## config.mk

```make
export PLATFORM = sky130hd
export DESIGN_NAME = rlrt_ctrl
export DESIGN_NICKNAME = d
export VERILOG_FILES = /design/src/design/run_length_range_table_core_assert.svh /design/src/design/rlrt_pkg.sv /design/src/design/rlrt_ctrl.sv
export SDC_FILE = /design/constraint.sdc
export NUM_CORES = 1
export LEC_CHECK = 0
export BUFFER_PORTS_ARGS = -buffer_cell sky130_fd_sc_hd__buf_4
export CAP_MARGIN = 10
export CORE_AREA = 2 2 39 41
export DETAILED_ROUTE_END_ITERATION = 10
export DIE_AREA = 0 0 41 43
export PLACE_DENSITY = 0.39
export SYNTH_ARGS = -nofsm -noshare
export SYNTH_HDL_FRONTEND = slang
export SYNTH_SLANG_ARGS = --single-unit
```

## constraint.sdc

```tcl
create_clock -name clk -period 1.65 [get_ports clk]
set_clock_uncertainty 0.05 [all_clocks]
set_input_delay 0.2475 -clock clk [delete_from_list [all_inputs] [get_ports clk]]
set_output_delay 0.2475 -clock clk [all_outputs]
set_load 0.03 [all_outputs]
```

## src/design/run_length_range_table_core_assert.svh

```systemverilog
`ifndef RUN_LENGTH_RANGE_TABLE_CORE_ASSERT_SVH
`define RUN_LENGTH_RANGE_TABLE_CORE_ASSERT_SVH

// same-cycle implication, sampled on clk, off while rst_n is low
`define RLRT_ASSERT_NOW(lbl, ante, cons, msg) \
  lbl: assert property (@(posedge clk) disable iff (!rst_n) (ante) |-> (cons)) \
    else $error(msg);

// next-cycle implication, sampled on clk, off while rst_n is low
`define RLRT_ASSERT_NEXT(lbl, ante, cons, msg) \
  lbl: assert property (@(posedge clk) disable iff (!rst_n) (ante) |=> (cons)) \
    else $error(msg);

`endif

```

## src/design/rlrt_pkg.sv

```systemverilog
package rlrt_pkg;

  localparam int POS_BITS     = 20;
  localparam int VALUE_BITS   = 16;
  localparam int SUM_BITS     = 32;
  localparam int COUNT_BITS   = 21;
  localparam int INDEX_BITS   = 8;
  localparam int STATUS_BITS  = 2;
  localparam int OP_BITS      = 3;
  localparam int MAX_RUNS_DEF = 256;

  localparam logic [OP_BITS-1:0] OP_SET    = 3'd0;
  localparam logic [OP_BITS-1:0] OP_READ   = 3'd1;
  localparam logic [OP_BITS-1:0] OP_INSERT = 3'd2;
  localparam logic [OP_BITS-1:0] OP_REMOVE = 3'd3;
  localparam logic [OP_BITS-1:0] OP_SUM    = 3'd4;
  localparam logic [OP_BITS-1:0] OP_COUNT  = 3'd5;

  localparam logic [STATUS_BITS-1:0] ST_OK   = 2'd0;
  localparam logic [STATUS_BITS-1:0] ST_FULL = 2'd1;
  localparam logic [STATUS_BITS-1:0] ST_BAD  = 2'd2;

  typedef struct packed {
    logic [OP_BITS-1:0]    opcode;
    logic [POS_BITS-1:0]   start_pos;
    logic [POS_BITS-1:0]   end_pos;
    logic [POS_BITS-1:0]   shift_count;
    logic [VALUE_BITS-1:0] new_value;
    logic [VALUE_BITS-1:0] match_mask;
    logic [VALUE_BITS-1:0] match_compare;
  } in_item_t;

  typedef struct packed {
    logic [VALUE_BITS-1:0]  read_value;
    logic [INDEX_BITS-1:0]  run_index;
    logic [SUM_BITS-1:0]    range_sum;
    logic [COUNT_BITS-1:0]  match_count;
    logic [STATUS_BITS-1:0] status;
  } out_item_t;

  typedef struct packed {
    logic load;
    logic prep;
    logic ph_a;
    logic ph_b;
    logic ph_c;
    logic finish;
  } rlrt_cmd_t;

  typedef struct packed {
    logic skip;
    logic last_run;
  } rlrt_sts_t;

endpackage

```

## src/design/rlrt_ctrl.sv

```systemverilog
module rlrt_ctrl import rlrt_pkg::*; (
  input  logic      clk,
  input  logic      rst_n,
  input  logic      start,
  input  rlrt_sts_t sts,
  output rlrt_cmd_t cmd,
  output logic      busy,
  output logic      out_strobe
);

  typedef enum logic [2:0] {S_IDLE, S_PREP, S_PA, S_PB, S_PC, S_FLUSH} state_t;

  state_t state_r, state_nxt;
  logic   strobe_r;

  always_comb begin
    state_nxt = state_r;
    unique case (state_r)
      S_IDLE:  if (start) state_nxt = S_PREP;
      S_PREP:  state_nxt = sts.skip ? S_FLUSH : S_PA;
      S_PA:    state_nxt = S_PB;
      S_PB:    state_nxt = S_PC;
      S_PC:    state_nxt = sts.last_run ? S_FLUSH : S_PA;
      S_FLUSH: state_nxt = S_IDLE;
      default: state_nxt = S_IDLE;
    endcase
  end

  always_comb begin
    cmd.load   = (state_r == S_IDLE) && start;
    cmd.prep   = (state_r == S_PREP);
    cmd.ph_a   = (state_r == S_PA);
    cmd.ph_b   = (state_r == S_PB);
    cmd.ph_c   = (state_r == S_PC);
    cmd.finish = (state_r == S_FLUSH);
  end

  assign busy       = (state_r != S_IDLE);
  assign out_strobe = strobe_r;

  always_ff @(posedge clk) begin
    if (!rst_n) begin
      state_r  <= S_IDLE;
      strobe_r <= 1'b0;
    end else begin
      state_r  <= state_nxt;
      strobe_r <= (state_r == S_FLUSH);
    end
  end

endmodule

```

After elaboration in Yosys (flattened, before gate mapping)

Cells that the tools add are included.

Bits of input ports: 5
Bits in registers: 4
Logic and storage cells: 15
Output and inout port bits: 8

Equality and inequality tests: 6
Mux-type cells: 4
Reduce and logical (&&, ||, !) cells: 3

Operators with widths:

| kind                 | count |
|---|---|
| $pmux W3 S5          | 1 |
| $mux W3              | 3 |
| $eq A3 B2 Y1 const B | 2 |
| $eq A3 B3 Y1 const B | 2 |
| $eq A3 B1 Y1 const B | 1 |
| $logic_not A3 Y1     | 1 |
| $reduce_bool A3 Y1   | 1 |
| $ne A2 B2 Y1 const B | 1 |
| $logic_and A1 B1 Y1  | 1 |

Longest topological paths before layout

Word-level depth: 2
Mapped depth: 4
Gate-level depth less buffers: 3

Worst setup path before layout

OpenSTA, ideal clock, no wires.

Path kind: register -> output
Start point: register state_r[1]
End point: output port cmd[5] in the netlist's numbering
Stages on the path, launching flop included: 4
Slack: -26 ps
Arrival: 1378 ps
Buffers on the path: 1
Data required time: 1352 ps
Cell sequence: dfxtp_1 -> buf_2 -> or3_1 -> nor2_1

RTL lines:

| item                     | line            | text |
|---|---|---|
| start: declaration       | rlrt_ctrl.sv:13 | `state_t state_r, state_nxt;` |
| start signal: assignment | rlrt_ctrl.sv:46 | `state_r <= state_nxt;` |
| end: declaration         | rlrt_ctrl.sv:6  | `output rlrt_cmd_t cmd,` |

==> flow_metrics.py <==
metrics = {
    "clocking": {
        "cts_resized": 0,
        "cts_tree": "yes",
        "htreeDepth": 1,
        "clk_path_buf_depth": 2,
        "tritoncts.num_buffers": 3,
        "cts_post_setup_buffers_inserted": 0,
        "cts-root-buf": "clkbuf_4",
        "clk_pin_slew_worst_paths_ns": 0.04,
        "clock_latency_ns": 0.23,
        "cts_sinks": 4,
        "hold_buffers": 0,
    },
    "synthesis": {
        "synth_cells": 30,
        "synthTopCellsByArea": "dfxtp_1 (34%), nor2_1 (6.3%), and2_1 (5.3%)",
        "synth_top_area_share_pct": 33.9,
        "syn_area_per_cell_sq_um": 7.88,
        "ys_ff_latch": 4,
        "synth.distinct_cells": 17,
        "syn_area_sq_um": 236,
        "synth_top_cell_by_area": "dfxtp_1",
        "ys_seq_area_share_pct": 33.9,
        "yosysWarnings": 0,
        "synth_nets": 35,
    },
    "timing": {
        "slew_headroom_pct": 78.0,
        "post-route-period-util_pct": 95.0,
        "hold_ws_ns": 0.188,
        "max_freq_mhz": 638,
        "period_needed_ns": 1.57,
        "setup_viol": 0,
        "worst_pin_slew_ns": 0.329,
        "maxSlewViolCount": 0,
        "setup-tns-final_ns": 0,
        "rsz0062_at_grt": "no",
        "hold_viol": 0,
    },
    "route": {
        "routed_wl_microns": 529,
        "wl_per_cell_microns": 8.82,
        "dr.pass1.iters": 2,
        "drc_errors": 0,
        "vias": 251,
        "antenna_left": 0,
        "drtIter0Drc": 3,
        "via_per_inst": 4.18,
    },
    "placement": {
        "hpwlAfterDp_microns": 426,
        "port_buffers": 12,
        "gp_congestion": 0.744,
        "placed_cells": 57,
    },
    "final_layout": {
        "insertedDiodeCount": 0,
        "n_fill_cell": 157,
        "most-common-layout-cells": "buf_4 (12), dfxtp_1 (4), nor2_1 (3), clkbuf_4 (3)",
        "final_common_cell": "buf_4",
        "final_util_pct": 26.7,
        "final_cells": 60,
        "nNetsFinal": 51,
        "drive_gt1_share_pct": 45.5,
        "area_delta_synth_final_pct": 56.1,
    },
    "floorplan": {
        "core-area_sq_um": 1380,
        "rows": 14,
        "die_y_microns": 43,
        "initial_core_util_pct": 17.1,
        "chipWidth_microns": 41,
        "dieArea_sq_um": 1760,
        "io_pins": 13,
    },
    "setup_path": {
        "crit_path_end_kind": "primary output",
        "critPathKind": "reg2out",
        "worstPathMaxFanout": 12,
        "startpoint_type": "flip-flop",
        "cp_data_required_time_ns": 1.35,
        "crit_arrival_ns": 1.27,
    },
    "status": {
        "status": "completed",
    },
    "pwr": {
        "p_per_area_nw_per_um2": 955,
        "peakVddDrop_v": 0.000252,
        "leakagePower_nw": 0.183,
    },
    "hold_path": {
        "worstHoldPathType": "in2reg",
    },
    "global_route": {
        "gr-usage-all-layers_pct": 6.94,
        "grt_pass1_vias": 219,
        "overflow": 0,
        "grt_first_pass_wirelength_microns": 793,
        "grt_start_max_net_pins": 13,
        "grt_antenna_before_repair": 0,
    },
    "run": {
        "cap_violations": 0,
    },
}
==> synthesized netlist by cell type <==
library cell	n
dfxtp_1	4
nor2_1	4
a21oi_1	2
and2_1	2
inv_1	2
nand2_1	2
nor2b_1	2
o21ai_0	2
or3_1	2
a21o_1	1
a221oi_1	1
buf_2	1
nand2b_1	1
nand3_2	1
nor3b_1	1
nor3b_2	1
or4_4	1
==> critical path, stage by stage, from the launching register on <==
cell	delay (ns)
dfxtp_1	0.50
nor3b_1	0.32
buf_4	0.22
==> stage by stage <==
stage	total power [mW]	area [sq um]	setup WS, ns
finish	0.353	369	0.0832
detailed placement	0.235	344	0.330
global placement	0.235	344	0.339
floorplan	0.194	239	0.0284
CTS	0.361	367	0.0672
global route	0.372	369	0.0189
==> final cells by class <==
type                       instances  area [sq um]  area share, %
sequential                         4          80.1           21.7
timing repair buffer              12          90.1           24.4
clock buffer                       3          22.5           6.10
multi-input combinational         23           149           40.3
tap                               16          20.0           5.42
inverter                           2          7.51           2.03
==> flip-flops by register name, indices dropped and copies added (netlist names) <==
signal      cells
state_r         3
out_strobe      1
==> path summary, 6_finish.rpt <==
| path | start | endpoint | slack, ns | depth (start not counted) |
|---|---|---|---|---|
| setup reg to reg | state_r[2] | state_r[1] | 0.39 | 3 |
| hold / removal | rst_n | out_strobe | 0.19 | 2 |
| hold reg to reg | state_r[2] | state_r[0] | 0.63 | 2 |
| setup / recovery | state_r[1] | cmd[3] | 0.08 | 2 |
==> layer usage <==
layer	wire length [microns]	share of wire (%)	GRT usage, %	up-vias
met5	0	0	0	-
met4	0	0	6.00	0
met3	41	7.8	3.14	0
met2	244	46	9.69	9
met1	243	46	7.44	112
li1	-	-	-	130
==> cell families after synthesis <==
group / Yosys count / synth area share (%)
AND/OR/NAND/NOR: 17 / 45.5
buffers and inverters: 3 / 5.29
flip-flops: 4 / 33.9
AO/OA/AOI/OAI: 6 / 15.3
==> power breakdown <==
part / internal [mW] / switching [mW] / leakage, nW
Sequential: 0.104 / 0.0152 / 0.0327
Combinational: 0.0515 / 0.0624 / 0.136
Clock: 0.0812 / 0.0380 / 0.0138
Note: power is estimated with default switching activity, not from simulation.
